[src/rtl/fbdd_pkg.sv]
// Shared types and constants for the framebuffer descriptor decoder.
package fbdd_pkg;

  // Largest accepted width or height, in pixels or lines
  localparam int unsigned MAX_DIMENSION = 4096;

  // Register offsets inside the controller window
  localparam logic [12:0] OFF_BG        = 13'h1000;
  localparam logic [12:0] OFF_L1_FETCH  = 13'h1104;
  localparam logic [12:0] OFF_L1_BASE   = 13'h110C;
  localparam logic [12:0] OFF_L1_STRIDE = 13'h1110;
  localparam logic [12:0] OFF_L1_LINES  = 13'h1118;
  localparam logic [12:0] OFF_L1_FORMAT = 13'h111C;
  localparam logic [12:0] OFF_L2_FETCH  = 13'h1204;
  localparam logic [12:0] OFF_L2_BASE   = 13'h120C;
  localparam logic [12:0] OFF_L2_STRIDE = 13'h1210;
  localparam logic [12:0] OFF_L2_LINES  = 13'h1218;
  localparam logic [12:0] OFF_L2_FORMAT = 13'h121C;

  // Frame memory windows, low bound inclusive, high bound exclusive
  localparam logic [31:0] RAM0_LO = 32'h2000_0000;
  localparam logic [31:0] RAM0_HI = 32'h2001_0000;
  localparam logic [31:0] RAM1_LO = 32'h2200_0000;
  localparam logic [31:0] RAM1_HI = 32'h2220_0000;
  localparam logic [31:0] RAM2_LO = 32'h6800_0000;
  localparam logic [31:0] RAM2_HI = 32'h6C00_0000;

  // Pixel format codes
  localparam logic [2:0] FMT_ARGB8888 = 3'd0;
  localparam logic [2:0] FMT_RGB888   = 3'd1;
  localparam logic [2:0] FMT_RGB565   = 3'd2;
  localparam logic [2:0] FMT_ARGB1555 = 3'd3;
  localparam logic [2:0] FMT_ARGB4444 = 3'd4;

  // Chosen layer codes
  localparam logic [1:0] LAYER_NONE = 2'd0;
  localparam logic [1:0] LAYER_ONE  = 2'd1;
  localparam logic [1:0] LAYER_TWO  = 2'd2;

  typedef struct packed {
    logic [12:0] reg_offset;
    logic [31:0] write_data;
  } in_item_t;

  typedef struct packed {
    logic        fb_valid;
    logic [1:0]  active_layer;
    logic [31:0] fb_base;
    logic [12:0] fb_width;
    logic [11:0] fb_height;
    logic [15:0] line_stride;
    logic [2:0]  pixel_format;
    logic        output_enabled;
  } out_item_t;

  typedef struct packed {
    logic [31:0] base;
    logic [15:0] stride;
    logic [10:0] lines_minus_one;
    logic [2:0]  format;
    logic        fetch_on;
  } layer_t;

  typedef struct packed {
    layer_t layer1;
    layer_t layer2;
    logic   background_on;
  } shadow_t;

endpackage

[src/rtl/fbdd_regs.sv]
// Shadow register file: decodes bus writes into the layer descriptor fields.
module fbdd_regs import fbdd_pkg::*; (
  input  logic     clk,
  input  logic     rst_n,
  input  logic     wr_en,
  input  in_item_t wr_item,
  output shadow_t  state_nxt
);

  shadow_t     state_r;
  logic [31:0] data;

  assign data = wr_item.write_data;

  always_comb begin
    state_nxt = state_r;
    if (wr_en) begin
      unique case (wr_item.reg_offset)
        OFF_BG:        state_nxt.background_on          = data[0];
        OFF_L1_FETCH:  state_nxt.layer1.fetch_on        = data[0];
        OFF_L1_BASE:   state_nxt.layer1.base            = data;
        OFF_L1_STRIDE: state_nxt.layer1.stride          = data[31:16];
        OFF_L1_LINES:  state_nxt.layer1.lines_minus_one = data[26:16];
        OFF_L1_FORMAT: state_nxt.layer1.format          = data[30:28];
        OFF_L2_FETCH:  state_nxt.layer2.fetch_on        = data[0];
        OFF_L2_BASE:   state_nxt.layer2.base            = data;
        OFF_L2_STRIDE: state_nxt.layer2.stride          = data[31:16];
        OFF_L2_LINES:  state_nxt.layer2.lines_minus_one = data[26:16];
        OFF_L2_FORMAT: state_nxt.layer2.format          = data[30:28];
        default: ;
      endcase
    end
  end

  always_ff @(posedge clk) begin
    if (!rst_n) begin
      state_r <= '0;
    end else begin
      state_r <= state_nxt;
    end
  end

endmodule

[src/rtl/fbdd_select.sv]
// Layer validity check and active descriptor selection.
module fbdd_select import fbdd_pkg::*; (
  input  shadow_t   state,
  output out_item_t desc
);

  typedef struct packed {
    logic        ok;
    logic [12:0] width;
    logic [11:0] height;
  } check_t;

  function automatic check_t check_layer(input layer_t l);
    check_t      c;
    logic [15:0] w;
    logic [11:0] h;
    logic        in_ram;
    case (l.format) inside
      FMT_ARGB8888, FMT_RGB888:               w = {2'b00, l.stride[15:2]};
      FMT_RGB565, FMT_ARGB1555, FMT_ARGB4444: w = {1'b0, l.stride[15:1]};
      default:                                w = l.stride;
    endcase
    h = {1'b0, l.lines_minus_one} + 12'd1;
    in_ram = (l.base >= RAM0_LO && l.base < RAM0_HI) ||
             (l.base >= RAM1_LO && l.base < RAM1_HI) ||
             (l.base >= RAM2_LO && l.base < RAM2_HI);
    c.ok = l.fetch_on && in_ram && (w != 16'd0) &&
           ({1'b0, w} <= 17'(MAX_DIMENSION)) &&
           ({5'd0, h} <= 17'(MAX_DIMENSION));
    c.width  = w[12:0];
    c.height = h;
    return c;
  endfunction

  check_t c1;
  check_t c2;

  assign c1 = check_layer(state.layer1);
  assign c2 = check_layer(state.layer2);

  always_comb begin
    desc = '0;
    if (c1.ok) begin
      desc.fb_valid     = 1'b1;
      desc.active_layer = LAYER_ONE;
      desc.fb_base      = state.layer1.base;
      desc.fb_width     = c1.width;
      desc.fb_height    = c1.height;
      desc.line_stride  = state.layer1.stride;
      desc.pixel_format = state.layer1.format;
    end else if (c2.ok) begin
      desc.fb_valid     = 1'b1;
      desc.active_layer = LAYER_TWO;
      desc.fb_base      = state.layer2.base;
      desc.fb_width     = c2.width;
      desc.fb_height    = c2.height;
      desc.line_stride  = state.layer2.stride;
      desc.pixel_format = state.layer2.format;
    end
    desc.output_enabled = state.background_on;
  end

endmodule

[src/rtl/framebuffer_descriptor_decode.sv]
// Top level of the framebuffer descriptor decoder.
//
//   channel | direction | payload    | handshake
//   in_     | input     | in_item_t  | in_valid / in_stall
//   out_    | output    | out_item_t | out_valid / out_stall
//
// A write is accepted into the input register; when the result register has room,
// the shadow update and layer check feed the result register.
// One item per cycle is sustained while the output is not stalled; the shadow registers
// set that figure, since each write must land before the next one is decoded.
// Reset clears the shadow state and both valid flags.
// A stalled result holds; the input register keeps taking items while it is empty,
// or while the result register has room or drains in the same cycle.
module framebuffer_descriptor_decode import fbdd_pkg::*; (
  input  logic      clk,
  input  logic      rst_n,
  input  logic      in_valid,
  output logic      in_stall,
  input  in_item_t  in_item,
  output logic      out_valid,
  input  logic      out_stall,
  output out_item_t out_item
);

  logic      in_valid_r;
  in_item_t  in_item_r;
  logic      out_valid_r;
  out_item_t out_item_r;

  logic      s1_ready;
  logic      s2_ready;
  logic      advance;
  shadow_t   state_nxt;
  out_item_t desc;

  assign s2_ready = !out_valid_r || !out_stall;
  assign s1_ready = !in_valid_r || s2_ready;
  assign advance  = in_valid_r && s2_ready;
  assign in_stall = !s1_ready;

  fbdd_regs u_regs (
    .clk       (clk),
    .rst_n     (rst_n),
    .wr_en     (advance),
    .wr_item   (in_item_r),
    .state_nxt (state_nxt)
  );

  fbdd_select u_select (
    .state (state_nxt),
    .desc  (desc)
  );

  always_ff @(posedge clk) begin
    if (!rst_n) begin
      in_valid_r  <= 1'b0;
      out_valid_r <= 1'b0;
    end else begin
      if (s1_ready) begin
        in_valid_r <= in_valid;
      end
      if (s2_ready) begin
        out_valid_r <= in_valid_r;
      end
    end
  end

  always_ff @(posedge clk) begin
    if (in_valid && s1_ready) begin
      in_item_r <= in_item;
    end
    if (advance) begin
      out_item_r <= desc;
    end
  end

  assign out_valid = out_valid_r;
  assign out_item  = out_item_r;

endmodule

[config.mk]
export PLATFORM = sky130hd
export DESIGN_NAME = framebuffer_descriptor_decode
export DESIGN_NICKNAME = d
export VERILOG_FILES = /design/src/rtl/fbdd_pkg.sv /design/src/rtl/fbdd_regs.sv /design/src/rtl/fbdd_select.sv /design/src/rtl/framebuffer_descriptor_decode.sv
export SDC_FILE = /design/constraint.sdc
export NUM_CORES = 1
export LEC_CHECK = 0
export ABC_AREA = 1
export BUFFER_PORTS_ARGS = -buffer_cell sky130_fd_sc_hd__buf_4
export CAP_MARGIN = 20
export CELL_PAD_IN_SITES_DETAIL_PLACEMENT = 1
export CELL_PAD_IN_SITES_GLOBAL_PLACEMENT = 2
export CORE_MARGIN = 3
export CORE_UTILIZATION = 35
export DETAILED_ROUTE_END_ITERATION = 10
export PLACE_DENSITY = 0.84
export SLEW_MARGIN = 20
export SYNTH_ARGS = -nofsm -noshare
export SYNTH_HDL_FRONTEND = slang
export SYNTH_SLANG_ARGS = --single-unit
[constraint.sdc]
create_clock -name clk -period 3.3 [get_ports clk]
set_input_delay 0 -clock clk [delete_from_list [all_inputs] [get_ports clk]]
set_output_delay 0 -clock clk [all_outputs]
set_load 0.005 [all_outputs]
==> results.txt <==
Final Cycle Share - 99.8%
most frequent cells in the layout - nand2_1 (297), inv_1 (217), buf_4 (212)
Reg clk slew, reported paths - 70 ps
leakage power - 8.36 nW
gr ovfl total - 0
worst setup path class - reg -> reg
Slew Limit Fails - 0
Synth top area share - 31.7%
post-synth cell types - 38
clk_lat worst skew - 580 ps
Mapped Cells - 1473
Pre-antenna DRT Iters - 5
Routed WL - 41.9 mm
crit-path most repeated cell - nand2_1
crit-path leading delay family - simple AND/OR/NAND/NOR gates
full die area - 0.0361 sq mm
nets - 1789
CP arrival - 3600 ps
# placed instances - 2059
ys async rst share - 0%
CP max-delay cell - edfxtp_1
crit start category - register
setup TNS - 0 ps
clk root buf - clkbuf_16
GP Congestion - 0.903
clock sink count - 254
Post-synth EDFFs - 125
# IOs - 131
Num CTS Buffers - 30
post-layout power - 7.07 mW
Synth area leader - edfxtp_1
overall die width - 190 microns
DRC - 0
Max VDD drop - 0.379 mV
Initial Util - 36.0%
initial antenna violation count - 0
Die Span Y - 190 microns
Power Density - 428 mW/mm^2
Port Buffers - 130
Worst EP required - 3610 ps
Worst Path Buf+Inv - 5
Detail Placement HPWL - 27.6 mm
P&R area growth vs syn - 39.4%
worst slew pin tran - 889 ps
min cycle time layout - 3290 ps
DR WL/cell - 19.0 microns
Clock Tree Buf Depth - 3
unrepaired setup endpoints after global routing - yes
CTS tree - done
n_diodes - 0
# rows - 66
Setup Skew - 23.9 ps
fmax - 304 MHz
sequential share of the synthesized area - 53.4%
yosys synthesis warning count - 0
most common cell after layout, fill and taps aside - nand2_1
Main synth FF type - dfxtp_1
synthesized cell area - 0.0119 sq mm
Final Hold Vio Count - 0
global-route wire length before repair - 61.2 mm
Avg Vias per Cell - 4.88
share of post-route cells with drive strength above 1 - 25.8%
CP Cell Sequence - nor2_2 > nand2_2 > nor3_4 > nand2_4 > buf_12 > nand2_1 > o21ai_0 > buf_4 > nand3_1 > nand3_2 > nand2_2 > nor2_1 > nand2_1 > nor2_4 > buf_4 > a21oi_4 > nand2_4 > buf_12 > clkbuf_16 > nand3_1 > nand2_1
CP peak stage delay - 410 ps
vias in the first global route - 10900
CP endpoint kind - register
slew margin rel. - 40.7%
largest net degree at the start of global routing - 54
Post-Layout Cell Count - 2203
maxcap violations - 0
Routed Antenna Nets - 0
crit-path max FO - 6
post-synthesis register bit count - 254
hold crit path type - in -> reg
reg-to-reg setup timing slack - 6 ps
core area - 0.0329 sq mm
CTS H-tree depth - 1
setup violators final - 0
GRT Util Overall - 21.7%
DR iter-0 viols - 571
top cells by area, synth - edfxtp_1 (32%), dfxtp_1 (22%), nand2_1 (10%), nand3_1 (7.8%), inv_1 (7.0%)
Via Count - 10800
average size of a mapped cell - 8.05 sq um
status - finished clean
-- flip-flops by register name, indices dropped and copies added (netlist names) --
register and cells:
out_valid 1, in_item_r 45, out_item 80, u_regs.state_r 127, in_valid_r 1
-- logic make-up after synthesis --
kind of cell | Yosys count | share of synthesized area, %
fa+ha+maj | 2 | 0.211
flops | 254 | 53.4
simple gates | 767 | 28.1
xor+xnor | 16 | 1.18
buf+inv | 301 | 10.4
other cells | 1 | 0.0316
mux | 19 | 1.60
compound gates | 113 | 5.01
-- cell usage after synthesis (all sizes together) (2+ instances only) --
cell type  instances
edfxtp           125
xnor2              5
buf               30
mux2i             19
inv              228
nand4              8
dfxtp            129
nand3            185
nor3               8
nand3b            29
ha                 2
nor2             192
nand2            342
clkbuf            42
o21ai             94
a21oi             16
xor2              11
-- worst register-to-register path: stages (launching register included) --
cell and delay, ps:
edfxtp_1 410, nor2_2 160, nand2_2 100, nor3_4 280, nand2_4 140, buf_12 170, nand2_1 50, o21ai_0 70
buf_4 170, nand3_1 110, nand3_2 90, nand2_2 110, nor2_1 50, nand2_1 120, nor2_4 60, buf_4 140
a21oi_4 230, nand2_4 110, buf_12 160, clkbuf_16 160, nand3_1 60, nand2_1 70
-- what timing repair did --
item	in CTS	in global routing
hold buffers	48	0
pin swaps	0	49
endpoints found under the setup margin	72	75
gates cloned	1	9
hold endpoints to repair	47	0
gates resized for setup	23	171
buffers inserted	0	31
-- per-stage QoR --
step                      area (sq um)  util, %  hold slack (ps)  setup WS, ps
final                            16500     50.2              143          5.58
after detailed placement         13800     41.9              179          -167
after global routing             16500     50.2              142          -146
after CTS                        15400     46.7              123         0.735
after floorplan                  11900        -             98.9           522
after global placement           13800     41.9              178         -88.1
-- path summary, 6_finish.rpt --
check	from	depth (start not counted)	to
worst max-delay path	in_item_r[42]$_DFFE_PP_	21	out_item[37]$_DFFE_PN_
worst min register to register	u_regs.state_r[107]$_SDFF_PN0_	2	u_regs.state_r[107]$_SDFF_PN0_
worst max register to register	in_item_r[42]$_DFFE_PP_	21	out_item[37]$_DFFE_PN_
worst min-delay path	in_item[13]	2	in_item_r[13]$_DFFE_PP_
-- final cells by class --
class | count | area, sq um
clock inverter | 20 | 195
multi-input combinational | 921 | 4940
timing repair buffer | 302 | 2840
sequential | 254 | 6340
inverter | 229 | 871
fill | 3823 | 16400
tap | 442 | 553
clock buffer | 35 | 790
-- layer usage --
metal | track usage (%) | vias to the layer above | share of wire, % | wire length [microns]
li1 | - | 5207 | - | -
met1 | 26.7 | 5254 | 42 | 17500
met2 | 39.0 | 231 | 52 | 21600
met3 | 2.65 | 65 | 3.6 | 1530
met4 | 7.53 | 0 | 3.1 | 1300
met5 | 0 | - | 0 | 0
-- where the power goes --
group	internal [mW]	leakage (nW)	total (mW)	switching [mW]
Combinational	0.134	5.64	0.283	0.149
Sequential	3.38	2.25	3.45	0.0686
Clock	1.94	0.475	3.33	1.39
Power figures use the tool's default switching activity.
